### src/rtl/pdnf_pkg.sv
// ----------------------------------------------------------------------------
// pdnf_pkg
// Shared types and defaults for the point deque with nearest and farthest
// search.
// ----------------------------------------------------------------------------
`default_nettype none

package pdnf_pkg;

    localparam int CAPACITY_DEF   = 8;
    localparam int COORD_BITS_DEF = 16;

    typedef enum logic [2:0] {
        ACT_PUSH_FRONT = 3'd0,
        ACT_PUSH_BACK  = 3'd1,
        ACT_POP_FRONT  = 3'd2,
        ACT_POP_BACK   = 3'd3,
        ACT_COUNT      = 3'd4,
        ACT_CLEAR      = 3'd5,
        ACT_FARTHEST   = 3'd6,
        ACT_NEAREST    = 3'd7
    } action_t;

    typedef enum logic [1:0] {
        ST_OK    = 2'd0,
        ST_FULL  = 2'd1,
        ST_EMPTY = 2'd2
    } status_t;

    // What a storage cell loads at the next edge.
    typedef enum logic [1:0] {
        OP_HOLD = 2'd0,
        OP_PREV = 2'd1,
        OP_NEXT = 2'd2,
        OP_NEW  = 2'd3
    } cell_op_t;

    typedef enum logic [1:0] {
        S_IDLE,
        S_SQ,
        S_SCAN
    } fsm_state_t;

endpackage

`default_nettype wire

### src/rtl/pdnf_cell.sv
// ----------------------------------------------------------------------------
// pdnf_cell
// One storage cell of the deque row: holds one point with its squared
// distance and loads from either neighbor or from the new entry.
// ----------------------------------------------------------------------------
`default_nettype none

module pdnf_cell #(
    parameter int ENTRY_W = 80
) (
    input  wire                          clk,
    input  wire  pdnf_pkg::cell_op_t     op,
    input  wire  [ENTRY_W-1:0]           prev_in,
    input  wire  [ENTRY_W-1:0]           next_in,
    input  wire  [ENTRY_W-1:0]           new_in,
    output logic [ENTRY_W-1:0]           q
);

    logic [ENTRY_W-1:0] data_reg;
    logic [ENTRY_W-1:0] data_next;

    always_comb
    begin
        case (op)
            pdnf_pkg::OP_HOLD: data_next = data_reg;
            pdnf_pkg::OP_PREV: data_next = prev_in;
            pdnf_pkg::OP_NEXT: data_next = next_in;
            pdnf_pkg::OP_NEW:  data_next = new_in;
            default:           data_next = data_reg;
        endcase
    end

    always_ff @(posedge clk)
    begin
        data_reg <= data_next;
    end

    assign q = data_reg;

endmodule

`default_nettype wire

### src/rtl/pdnf_sqdist.sv
// ----------------------------------------------------------------------------
// pdnf_sqdist
// Squared distance from the origin, one coordinate per cycle through a
// single multiplier and an accumulator.
// ----------------------------------------------------------------------------
`default_nettype none

module pdnf_sqdist #(
    parameter int COORD_BITS = 16
) (
    input  wire                            clk,
    input  wire                            rst_n,
    input  wire                            start,
    input  wire  signed [COORD_BITS-1:0]   px,
    input  wire  signed [COORD_BITS-1:0]   py,
    input  wire  signed [COORD_BITS-1:0]   pz,
    output logic        [2*COORD_BITS-1:0] sum_sq,
    output logic                           done
);

    localparam int DIST_W = 2 * COORD_BITS;

    logic              run_reg;
    logic              run_next;
    logic [1:0]        step_reg;
    logic [1:0]        step_next;
    logic              done_reg;
    logic              done_next;
    logic [DIST_W-1:0] acc_reg;
    logic [DIST_W-1:0] acc_next;

    logic signed [COORD_BITS-1:0] comp;
    logic        [COORD_BITS-1:0] mag;
    logic        [DIST_W-1:0]     sq;

    always_comb
    begin
        case (step_reg)
            2'd0:    comp = px;
            2'd1:    comp = py;
            default: comp = pz;
        endcase
    end

    // The magnitude of the most negative value still fits as unsigned.
    assign mag = comp[COORD_BITS-1] ? (~comp + COORD_BITS'(1)) : comp;
    assign sq  = DIST_W'(mag) * DIST_W'(mag);

    always_comb
    begin
        run_next  = run_reg;
        step_next = step_reg;
        acc_next  = acc_reg;
        done_next = 1'b0;
        if (start)
        begin
            run_next  = 1'b1;
            step_next = 2'd0;
            acc_next  = '0;
        end
        else if (run_reg)
        begin
            acc_next  = acc_reg + sq;
            step_next = step_reg + 2'd1;
            if (step_reg == 2'd2)
            begin
                run_next  = 1'b0;
                done_next = 1'b1;
            end
        end
    end

    always_ff @(posedge clk or negedge rst_n)
    begin
        if (!rst_n)
        begin
            run_reg  <= 1'b0;
            step_reg <= 2'd0;
            done_reg <= 1'b0;
        end
        else
        begin
            run_reg  <= run_next;
            step_reg <= step_next;
            done_reg <= done_next;
        end
    end

    always_ff @(posedge clk)
    begin
        acc_reg <= acc_next;
    end

    assign sum_sq = acc_reg;
    assign done   = done_reg;

endmodule

`default_nettype wire

### src/rtl/point_deque_nearest_farthest.sv
// ----------------------------------------------------------------------------
// point_deque_nearest_farthest
// Bounded deque of signed 3-D points with nearest and farthest search.
// ----------------------------------------------------------------------------
// A request is taken when start is high and busy is low; its result shows on
// the result ports for exactly one cycle with done high, and must be captured
// then. Count, clear and both pops answer in the cycle after the request and
// leave busy low, so one such request can follow every cycle. A push builds
// the squared distance of the new point one coordinate per cycle in a single
// multiplier and stores it with the point. A nearest or farthest search
// rotates the row of cells once all the way round, comparing the front cell
// with the best so far in each cycle. Refused requests (push when full, pop or
// search when empty) answer in the next cycle.
// ----------------------------------------------------------------------------
`default_nettype none

module point_deque_nearest_farthest #(
    parameter int CAPACITY   = pdnf_pkg::CAPACITY_DEF,
    parameter int COORD_BITS = pdnf_pkg::COORD_BITS_DEF
) (
    input  wire                                  clk,
    input  wire                                  rst_n,
    input  wire                                  start,
    output logic                                 busy,
    input  wire  [2:0]                           action,
    input  wire  signed [COORD_BITS-1:0]         coord_x,
    input  wire  signed [COORD_BITS-1:0]         coord_y,
    input  wire  signed [COORD_BITS-1:0]         coord_z,
    output logic                                 done,
    output logic [1:0]                           status,
    output logic signed [COORD_BITS-1:0]         point_x,
    output logic signed [COORD_BITS-1:0]         point_y,
    output logic signed [COORD_BITS-1:0]         point_z,
    output logic [$clog2(CAPACITY+1)-1:0]        entry_count
);

    localparam int CNT_W   = $clog2(CAPACITY + 1);
    localparam int IDX_W   = $clog2(CAPACITY);
    localparam int DIST_W  = 2 * COORD_BITS;
    localparam int ENTRY_W = 3 * COORD_BITS + DIST_W;

    pdnf_pkg::fsm_state_t state_reg;
    pdnf_pkg::fsm_state_t state_next;
    pdnf_pkg::action_t    act_in;
    pdnf_pkg::action_t    act_reg;
    pdnf_pkg::action_t    act_next;

    logic [CNT_W-1:0] count_reg;
    logic [CNT_W-1:0] count_next;
    logic [IDX_W-1:0] scan_reg;
    logic [IDX_W-1:0] scan_next;

    logic signed [COORD_BITS-1:0] cx_reg;
    logic signed [COORD_BITS-1:0] cy_reg;
    logic signed [COORD_BITS-1:0] cz_reg;

    logic [DIST_W-1:0]     best_d_reg;
    logic [DIST_W-1:0]     best_d_next;
    logic [COORD_BITS-1:0] best_x_reg;
    logic [COORD_BITS-1:0] best_x_next;
    logic [COORD_BITS-1:0] best_y_reg;
    logic [COORD_BITS-1:0] best_y_next;
    logic [COORD_BITS-1:0] best_z_reg;
    logic [COORD_BITS-1:0] best_z_next;

    logic                  done_reg;
    logic                  done_next;
    pdnf_pkg::status_t     status_reg;
    pdnf_pkg::status_t     status_next;
    logic [COORD_BITS-1:0] px_reg;
    logic [COORD_BITS-1:0] px_next;
    logic [COORD_BITS-1:0] py_reg;
    logic [COORD_BITS-1:0] py_next;
    logic [COORD_BITS-1:0] pz_reg;
    logic [COORD_BITS-1:0] pz_next;

    logic                  accept;
    logic                  full;
    logic                  empty;
    logic                  sq_start;
    logic                  sq_done;
    logic [DIST_W-1:0]     sq_dist;
    logic [ENTRY_W-1:0]    new_entry;
    logic [ENTRY_W-1:0]    head_e;
    logic [ENTRY_W-1:0]    tail_e;
    logic [CNT_W-1:0]      cnt_m1;
    logic [IDX_W-1:0]      tail_idx;
    logic                  scan_last;
    logic                  better;
    logic                  take;

    logic [ENTRY_W-1:0]    cell_q  [CAPACITY];
    pdnf_pkg::cell_op_t    cell_op [CAPACITY];

    assign busy      = (state_reg != pdnf_pkg::S_IDLE);
    assign accept    = start && !busy;
    assign act_in    = pdnf_pkg::action_t'(action);
    assign full      = (count_reg == CNT_W'(CAPACITY));
    assign empty     = (count_reg == '0);
    assign cnt_m1    = count_reg - CNT_W'(1);
    assign tail_idx  = cnt_m1[IDX_W-1:0];
    assign head_e    = cell_q[0];
    assign tail_e    = cell_q[tail_idx];
    assign new_entry = {sq_dist, cz_reg, cy_reg, cx_reg};
    assign scan_last = (scan_reg == IDX_W'(CAPACITY - 1));

    assign better = (act_reg == pdnf_pkg::ACT_FARTHEST)
                    ? (head_e[ENTRY_W-1:3*COORD_BITS] > best_d_reg)
                    : (head_e[ENTRY_W-1:3*COORD_BITS] < best_d_reg);
    // The first entry seeds the search; later ones replace it only when
    // strictly better, so a tie keeps the entry nearer the front.
    assign take = (scan_reg == '0)
                  || ((CNT_W'(scan_reg) < count_reg) && better);

    pdnf_sqdist #(
        .COORD_BITS (COORD_BITS)
    ) u_sqdist (
        .clk    (clk),
        .rst_n  (rst_n),
        .start  (sq_start),
        .px     (cx_reg),
        .py     (cy_reg),
        .pz     (cz_reg),
        .sum_sq (sq_dist),
        .done   (sq_done)
    );

    for (genvar g = 0; g < CAPACITY; g++)
    begin : g_cell
        logic [ENTRY_W-1:0] prev_d;
        logic [ENTRY_W-1:0] next_d;

        if (g == 0)
        begin : g_first
            assign prev_d = new_entry;
        end
        else
        begin : g_mid
            assign prev_d = cell_q[g-1];
        end

        // The last cell closes the ring so that a full rotation restores order.
        if (g == CAPACITY - 1)
        begin : g_last
            assign next_d = cell_q[0];
        end
        else
        begin : g_inner
            assign next_d = cell_q[g+1];
        end

        pdnf_cell #(
            .ENTRY_W (ENTRY_W)
        ) u_cell (
            .clk     (clk),
            .op      (cell_op[g]),
            .prev_in (prev_d),
            .next_in (next_d),
            .new_in  (new_entry),
            .q       (cell_q[g])
        );
    end

    always_comb
    begin
        state_next = state_reg;
        case (state_reg)
            pdnf_pkg::S_IDLE:
            begin
                if (accept)
                begin
                    if ((act_in == pdnf_pkg::ACT_PUSH_FRONT
                         || act_in == pdnf_pkg::ACT_PUSH_BACK) && !full)
                    begin
                        state_next = pdnf_pkg::S_SQ;
                    end
                    else if ((act_in == pdnf_pkg::ACT_FARTHEST
                              || act_in == pdnf_pkg::ACT_NEAREST) && !empty)
                    begin
                        state_next = pdnf_pkg::S_SCAN;
                    end
                end
            end
            pdnf_pkg::S_SQ:
            begin
                if (sq_done)
                begin
                    state_next = pdnf_pkg::S_IDLE;
                end
            end
            pdnf_pkg::S_SCAN:
            begin
                if (scan_last)
                begin
                    state_next = pdnf_pkg::S_IDLE;
                end
            end
            default: state_next = pdnf_pkg::S_IDLE;
        endcase
    end

    always_comb
    begin
        for (int i = 0; i < CAPACITY; i++)
        begin
            cell_op[i] = pdnf_pkg::OP_HOLD;
        end
        act_next    = act_reg;
        count_next  = count_reg;
        scan_next   = scan_reg;
        best_d_next = best_d_reg;
        best_x_next = best_x_reg;
        best_y_next = best_y_reg;
        best_z_next = best_z_reg;
        sq_start    = 1'b0;
        done_next   = 1'b0;
        status_next = pdnf_pkg::ST_OK;
        px_next     = '0;
        py_next     = '0;
        pz_next     = '0;

        case (state_reg)
            pdnf_pkg::S_IDLE:
            begin
                if (accept)
                begin
                    act_next = act_in;
                    case (act_in)
                        pdnf_pkg::ACT_PUSH_FRONT, pdnf_pkg::ACT_PUSH_BACK:
                        begin
                            if (full)
                            begin
                                done_next   = 1'b1;
                                status_next = pdnf_pkg::ST_FULL;
                            end
                            else
                            begin
                                sq_start = 1'b1;
                            end
                        end
                        pdnf_pkg::ACT_POP_FRONT:
                        begin
                            done_next = 1'b1;
                            if (empty)
                            begin
                                status_next = pdnf_pkg::ST_EMPTY;
                            end
                            else
                            begin
                                px_next    = head_e[COORD_BITS-1:0];
                                py_next    = head_e[2*COORD_BITS-1:COORD_BITS];
                                pz_next    = head_e[3*COORD_BITS-1:2*COORD_BITS];
                                count_next = cnt_m1;
                                for (int i = 0; i < CAPACITY; i++)
                                begin
                                    cell_op[i] = pdnf_pkg::OP_NEXT;
                                end
                            end
                        end
                        pdnf_pkg::ACT_POP_BACK:
                        begin
                            done_next = 1'b1;
                            if (empty)
                            begin
                                status_next = pdnf_pkg::ST_EMPTY;
                            end
                            else
                            begin
                                px_next    = tail_e[COORD_BITS-1:0];
                                py_next    = tail_e[2*COORD_BITS-1:COORD_BITS];
                                pz_next    = tail_e[3*COORD_BITS-1:2*COORD_BITS];
                                count_next = cnt_m1;
                            end
                        end
                        pdnf_pkg::ACT_COUNT:
                        begin
                            done_next = 1'b1;
                        end
                        pdnf_pkg::ACT_CLEAR:
                        begin
                            done_next  = 1'b1;
                            count_next = '0;
                        end
                        pdnf_pkg::ACT_FARTHEST, pdnf_pkg::ACT_NEAREST:
                        begin
                            if (empty)
                            begin
                                done_next   = 1'b1;
                                status_next = pdnf_pkg::ST_EMPTY;
                            end
                            else
                            begin
                                scan_next = '0;
                            end
                        end
                        default:
                        begin
                            done_next = 1'b1;
                        end
                    endcase
                end
            end
            pdnf_pkg::S_SQ:
            begin
                if (sq_done)
                begin
                    done_next  = 1'b1;
                    count_next = count_reg + CNT_W'(1);
                    for (int i = 0; i < CAPACITY; i++)
                    begin
                        if (act_reg == pdnf_pkg::ACT_PUSH_FRONT)
                        begin
                            cell_op[i] = pdnf_pkg::OP_PREV;
                        end
                        else if (count_reg == CNT_W'(i))
                        begin
                            cell_op[i] = pdnf_pkg::OP_NEW;
                        end
                    end
                end
            end
            pdnf_pkg::S_SCAN:
            begin
                for (int i = 0; i < CAPACITY; i++)
                begin
                    cell_op[i] = pdnf_pkg::OP_NEXT;
                end
                scan_next = scan_reg + IDX_W'(1);
                if (take)
                begin
                    best_d_next = head_e[ENTRY_W-1:3*COORD_BITS];
                    best_x_next = head_e[COORD_BITS-1:0];
                    best_y_next = head_e[2*COORD_BITS-1:COORD_BITS];
                    best_z_next = head_e[3*COORD_BITS-1:2*COORD_BITS];
                end
                if (scan_last)
                begin
                    done_next = 1'b1;
                    px_next   = best_x_next;
                    py_next   = best_y_next;
                    pz_next   = best_z_next;
                end
            end
            default:
            begin
                done_next = 1'b0;
            end
        endcase
    end

    always_ff @(posedge clk or negedge rst_n)
    begin
        if (!rst_n)
        begin
            state_reg <= pdnf_pkg::S_IDLE;
            act_reg   <= pdnf_pkg::ACT_COUNT;
            count_reg <= '0;
            scan_reg  <= '0;
            done_reg  <= 1'b0;
        end
        else
        begin
            state_reg <= state_next;
            act_reg   <= act_next;
            count_reg <= count_next;
            scan_reg  <= scan_next;
            done_reg  <= done_next;
        end
    end

    always_ff @(posedge clk)
    begin
        if (accept)
        begin
            cx_reg <= coord_x;
            cy_reg <= coord_y;
            cz_reg <= coord_z;
        end
        best_d_reg <= best_d_next;
        best_x_reg <= best_x_next;
        best_y_reg <= best_y_next;
        best_z_reg <= best_z_next;
        status_reg <= status_next;
        px_reg     <= px_next;
        py_reg     <= py_next;
        pz_reg     <= pz_next;
    end

    assign done        = done_reg;
    assign status      = status_reg;
    assign point_x     = px_reg;
    assign point_y     = py_reg;
    assign point_z     = pz_reg;
    assign entry_count = count_reg;

    a_count_bound: assert property (@(posedge clk) disable iff (!rst_n)
        count_reg <= CNT_W'(CAPACITY))
        else $error("stored count exceeds capacity");

    a_full_status: assert property (@(posedge clk) disable iff (!rst_n)
        (done && status == pdnf_pkg::ST_FULL) |-> entry_count == CNT_W'(CAPACITY))
        else $error("full status with room left");

    a_empty_status: assert property (@(posedge clk) disable iff (!rst_n)
        (done && status == pdnf_pkg::ST_EMPTY) |-> entry_count == '0)
        else $error("empty status with entries stored");

    a_refused_zero: assert property (@(posedge clk) disable iff (!rst_n)
        (done && status != pdnf_pkg::ST_OK)
        |-> (point_x == '0 && point_y == '0 && point_z == '0))
        else $error("refused request returned a point");

    a_sq_in_push: assert property (@(posedge clk) disable iff (!rst_n)
        sq_done |-> state_reg == pdnf_pkg::S_SQ)
        else $error("squared distance finished outside a push");

endmodule

`default_nettype wire
### config.mk
export PLATFORM = sky130hd
export DESIGN_NAME = point_deque_nearest_farthest
export DESIGN_NICKNAME = d
export VERILOG_FILES = /design/src/rtl/pdnf_pkg.sv /design/src/rtl/pdnf_cell.sv /design/src/rtl/pdnf_sqdist.sv /design/src/rtl/point_deque_nearest_farthest.sv
export SDC_FILE = /design/constraint.sdc
export NUM_CORES = 2
export LEC_CHECK = 0
export BUFFER_PORTS_ARGS = -buffer_cell sky130_fd_sc_hd__buf_2
export CAP_MARGIN = 25
export CORE_ASPECT_RATIO = 0.75
export CORE_UTILIZATION = 55
export CTS_CLUSTER_DIAMETER = 120
export DETAILED_ROUTE_END_ITERATION = 12
export HOLD_SLACK_MARGIN = 0.1
export PLACE_DENSITY = 0.73
export SETUP_SLACK_MARGIN = 0.2
export SLEW_MARGIN = 20
export SYNTH_ARGS = -nofsm -noshare
export SYNTH_HDL_FRONTEND = slang
export SYNTH_SLANG_ARGS = --single-unit
### constraint.sdc
create_clock -name clk -period 20.2 [get_ports clk]
set_clock_uncertainty 0.1 [all_clocks]
set_input_delay 2.02 -clock clk [delete_from_list [all_inputs] [get_ports clk]]
set_output_delay 2.02 -clock clk [all_outputs]
set_load 0.05 [all_outputs]
==> impl_results.md <==
* TNS Setup at 0 ns
* Clk root buf: clkbuf_16
* 1st-iter DRT viols at ~5.6k
* Max reg flops at 640
* RSZ-0062 raised after global routing: false
* R2r worst-path depth at 30
* Die height at 265 um
* Most frequent CP cell: fa_1
* Die area at ~93000 um^2
* Post-Syn Area per Cell at around 11 um^2
* Die W at 352 um
* Crit path capture type: flip-flop
* Routed WL at roughly 160 mm
* CTS tree: built
* Post-DRT Antenna Nets at 0
* Row cnt at 95
* DR WL/cell at approximately 27 um
* Slew Limit Fails at 0
* WS Path Type: reg2reg
* Synth top area cells: edfxtp_1 46%, nand2_1 9.2%, a22oi_1 8.3%
* Initial antenna violation count at 3
* Worst-path clk slew at 0.07 ns
* Largest net degree at the start of global routing at roughly 100
* Hold Startpoint: act_reg[2]$_DFFE_PN1P_
* Most common cell after layout, fill and taps aside: nand2_1
* Area Overhead vs Synth at 8.82%
* Period minus WS final at between 9 and 10 ns
* TritonRoute pass-1 iters at 6
* Synth warn at 0
* Status: finished, final reports clean
* Req. time, crit path at 20.71 ns
* Clock latency on the worst-skew pair at roughly 0.67 ns
* MaxCap Viol Count at 0
* Hold path depth at 2
* CP peak stage delay at approximately 0.60 ns
* Final nets at roughly 5k
* Post-synth top area share at 0.456
* Remaining Overflow, GRT at 0
* Initial core utilization at 0.560
* Fillers at ~7.2k
* Post-CTS Repair Setup Buffers at 0
* Seq cells post-synth at 867
* Maximum clock insertion buffer count at 3
* Reg2Reg Capture Point: u_sqdist.sum_sq[30]$_SDFFE_PP0P_
* Post-cts resize count at 0
* Area leader, netlist: edfxtp_1
* IO buf count at between 100 and 150
* First-pass GRT wire length at 234 mm
* Worst R2R Setup Slack at 10.46 ns
* Worst slew pin tran at 1.16 ns
* Critical path peak fanout at 17
* Ys flop type: edfxtp_1
* Clock sink total at 867
* Layout cells sized above 1 at 0.123
* Worst slew margin at 0.228
* Worst min path class: reg2reg
* Gp weighted congestion at between 0.9 and 1
* Final setup fails at 0
* GRT Util Overall at 0.333
* Async SR Flop Fraction at 0.0196
* Final period util at 0.482
* HPWL Detailed at just over 90 mm
* Core area at between 90000 and 100000 um^2
* FF-to-FF Start: u_sqdist.step_reg[0]$_DFFE_PN0P_
* H-tree depth at 3
* Max stage delay cell, worst path: ha_1
* Arrival time worst endpoint at between 10 and 15 ns
* Hold worst-path end: act_reg[2]$_DFFE_PN1P_
* Commonest cells after routing, fill and taps aside: 1243 x nand2_1, 768 x edfxtp_1, 560 x a22oi_1, 371 x inv_1, 192 x fa_1
* Register area share after synthesis at 0.497
* Post-Syn Area at ~51000 um^2
* Vias per cell at 6.56
* Syn Inst Count at around 4.7k
* TritonCTS Buffers at just over 80
* Vias at about 38k
* Hold_buf cts at 0
* Max Freq at 0.103 GHz
* Vias in the first global route at around 37k
* CP Launch Type: flip-flop
* # DRC at 0
* Yosys cell types at 74
* Hold Vio Cnt, Final at 0
* Number of synthesized flops with an enable pin at ~770
* Io pins at 110
## metrics by stage
stage	hold WS [ns]	area [um^2]	cells	util	setup WS, ns
3_5_place_dp	0.369	52000	5675	0.576	10.64
3_3_place_gp	0.358	51900	5671	0.575	10.97
6_report	0.386	55000	5838	0.609	10.46
2_1_floorplan	0.338	50600	4659	-	12.23
5_1_grt	0.397	55000	5836	0.609	9.91
4_1_cts	0.383	54900	5831	0.608	10.61
## per-layer routing
metal / wire length (um) / share of wire / global-route usage
met1: 60500 / 0.39 / 0.477
met2: 65400 / 0.42 / 0.474
met3: 24800 / 0.16 / 0.116
met5: 23 / 0.00015 / 0
met4: 5120 / 0.033 / 0.107
## cells in the mapped netlist, types with 55 or more instances
| cell | number |
|---|---|
| nand2_1 | 1244 |
| edfxtp_1 | 768 |
| a22oi_1 | 560 |
| inv_1 | 373 |
| clkbuf_1 | 298 |
| fa_1 | 192 |
| nor2_1 | 157 |
| ha_1 | 145 |
| mux2_2 | 115 |
| mux4_2 | 96 |
| dfxtp_1 | 82 |
| a21oi_1 | 74 |
| mux2i_1 | 70 |
| buf_1 | 58 |
| a211oi_1 | 55 |
## cell families after synthesis
family | after synthesis | synth area share
AOI/OAI and AO/OA | 882 | 0.128
other | 2 | 0.000149
muxes | 281 | 0.0822
buffers and inverters | 746 | 0.0568
xor gates and xnor gates | 49 | 0.00876
DFF | 867 | 0.497
adders and majority gates | 337 | 0.112
and+or+nand+nor | 1487 | 0.115
## how the worst max path moves through the flow
stage                                     startpoint                               end  slack [ns]  cells after the start
floorplan           u_sqdist.step_reg[0]$_DFFE_PN0P_  u_sqdist.sum_sq[29]$_SDFFE_PP0P_       12.23                     36
global placement    u_sqdist.step_reg[0]$_DFFE_PN0P_  u_sqdist.sum_sq[30]$_SDFFE_PP0P_       10.97                     32
detailed placement  u_sqdist.step_reg[0]$_DFFE_PN0P_  u_sqdist.sum_sq[30]$_SDFFE_PP0P_       10.64                     32
CTS                 u_sqdist.step_reg[0]$_DFFE_PN0P_  u_sqdist.sum_sq[30]$_SDFFE_PP0P_       10.61                     32
global route        u_sqdist.step_reg[0]$_DFFE_PN0P_  u_sqdist.sum_sq[30]$_SDFFE_PP0P_        9.91                     32
finish              u_sqdist.step_reg[0]$_DFFE_PN0P_  u_sqdist.sum_sq[30]$_SDFFE_PP0P_       10.46                     30
## layout make-up
| type | instances | area, um^2 | share of cell area |
|---|---|---|---|
| clock inverter | 37 | 472 | 0.00857 |
| tap | 1212 | 1520 | 0.0276 |
| timing repair buffer | 175 | 1190 | 0.0217 |
| multi-input combinational | 3046 | 22800 | 0.415 |
| clock buffer | 119 | 2410 | 0.0437 |
| antenna | 2 | 5.00 | 0.0000910 |
| sequential | 867 | 25100 | 0.457 |
| inverter | 380 | 1440 | 0.0261 |
## critical path, delay by kind of cell (launching register included)
family / cells / cell delay [ns]
XOR/XNOR: 2 / 0.74
AO/OA/AOI/OAI: 6 / 1.78
buffers and inverters: 6 / 0.85
flip-flops: 1 / 0.41
multiplexers: 1 / 0.09
AND/OR/NAND/NOR: 6 / 1.56
adder cells (fa/ha/maj): 9 / 4.11
Power is not shown: default switching activity piles up to over one toggle a cycle in this logic, so the estimate is an artifact.
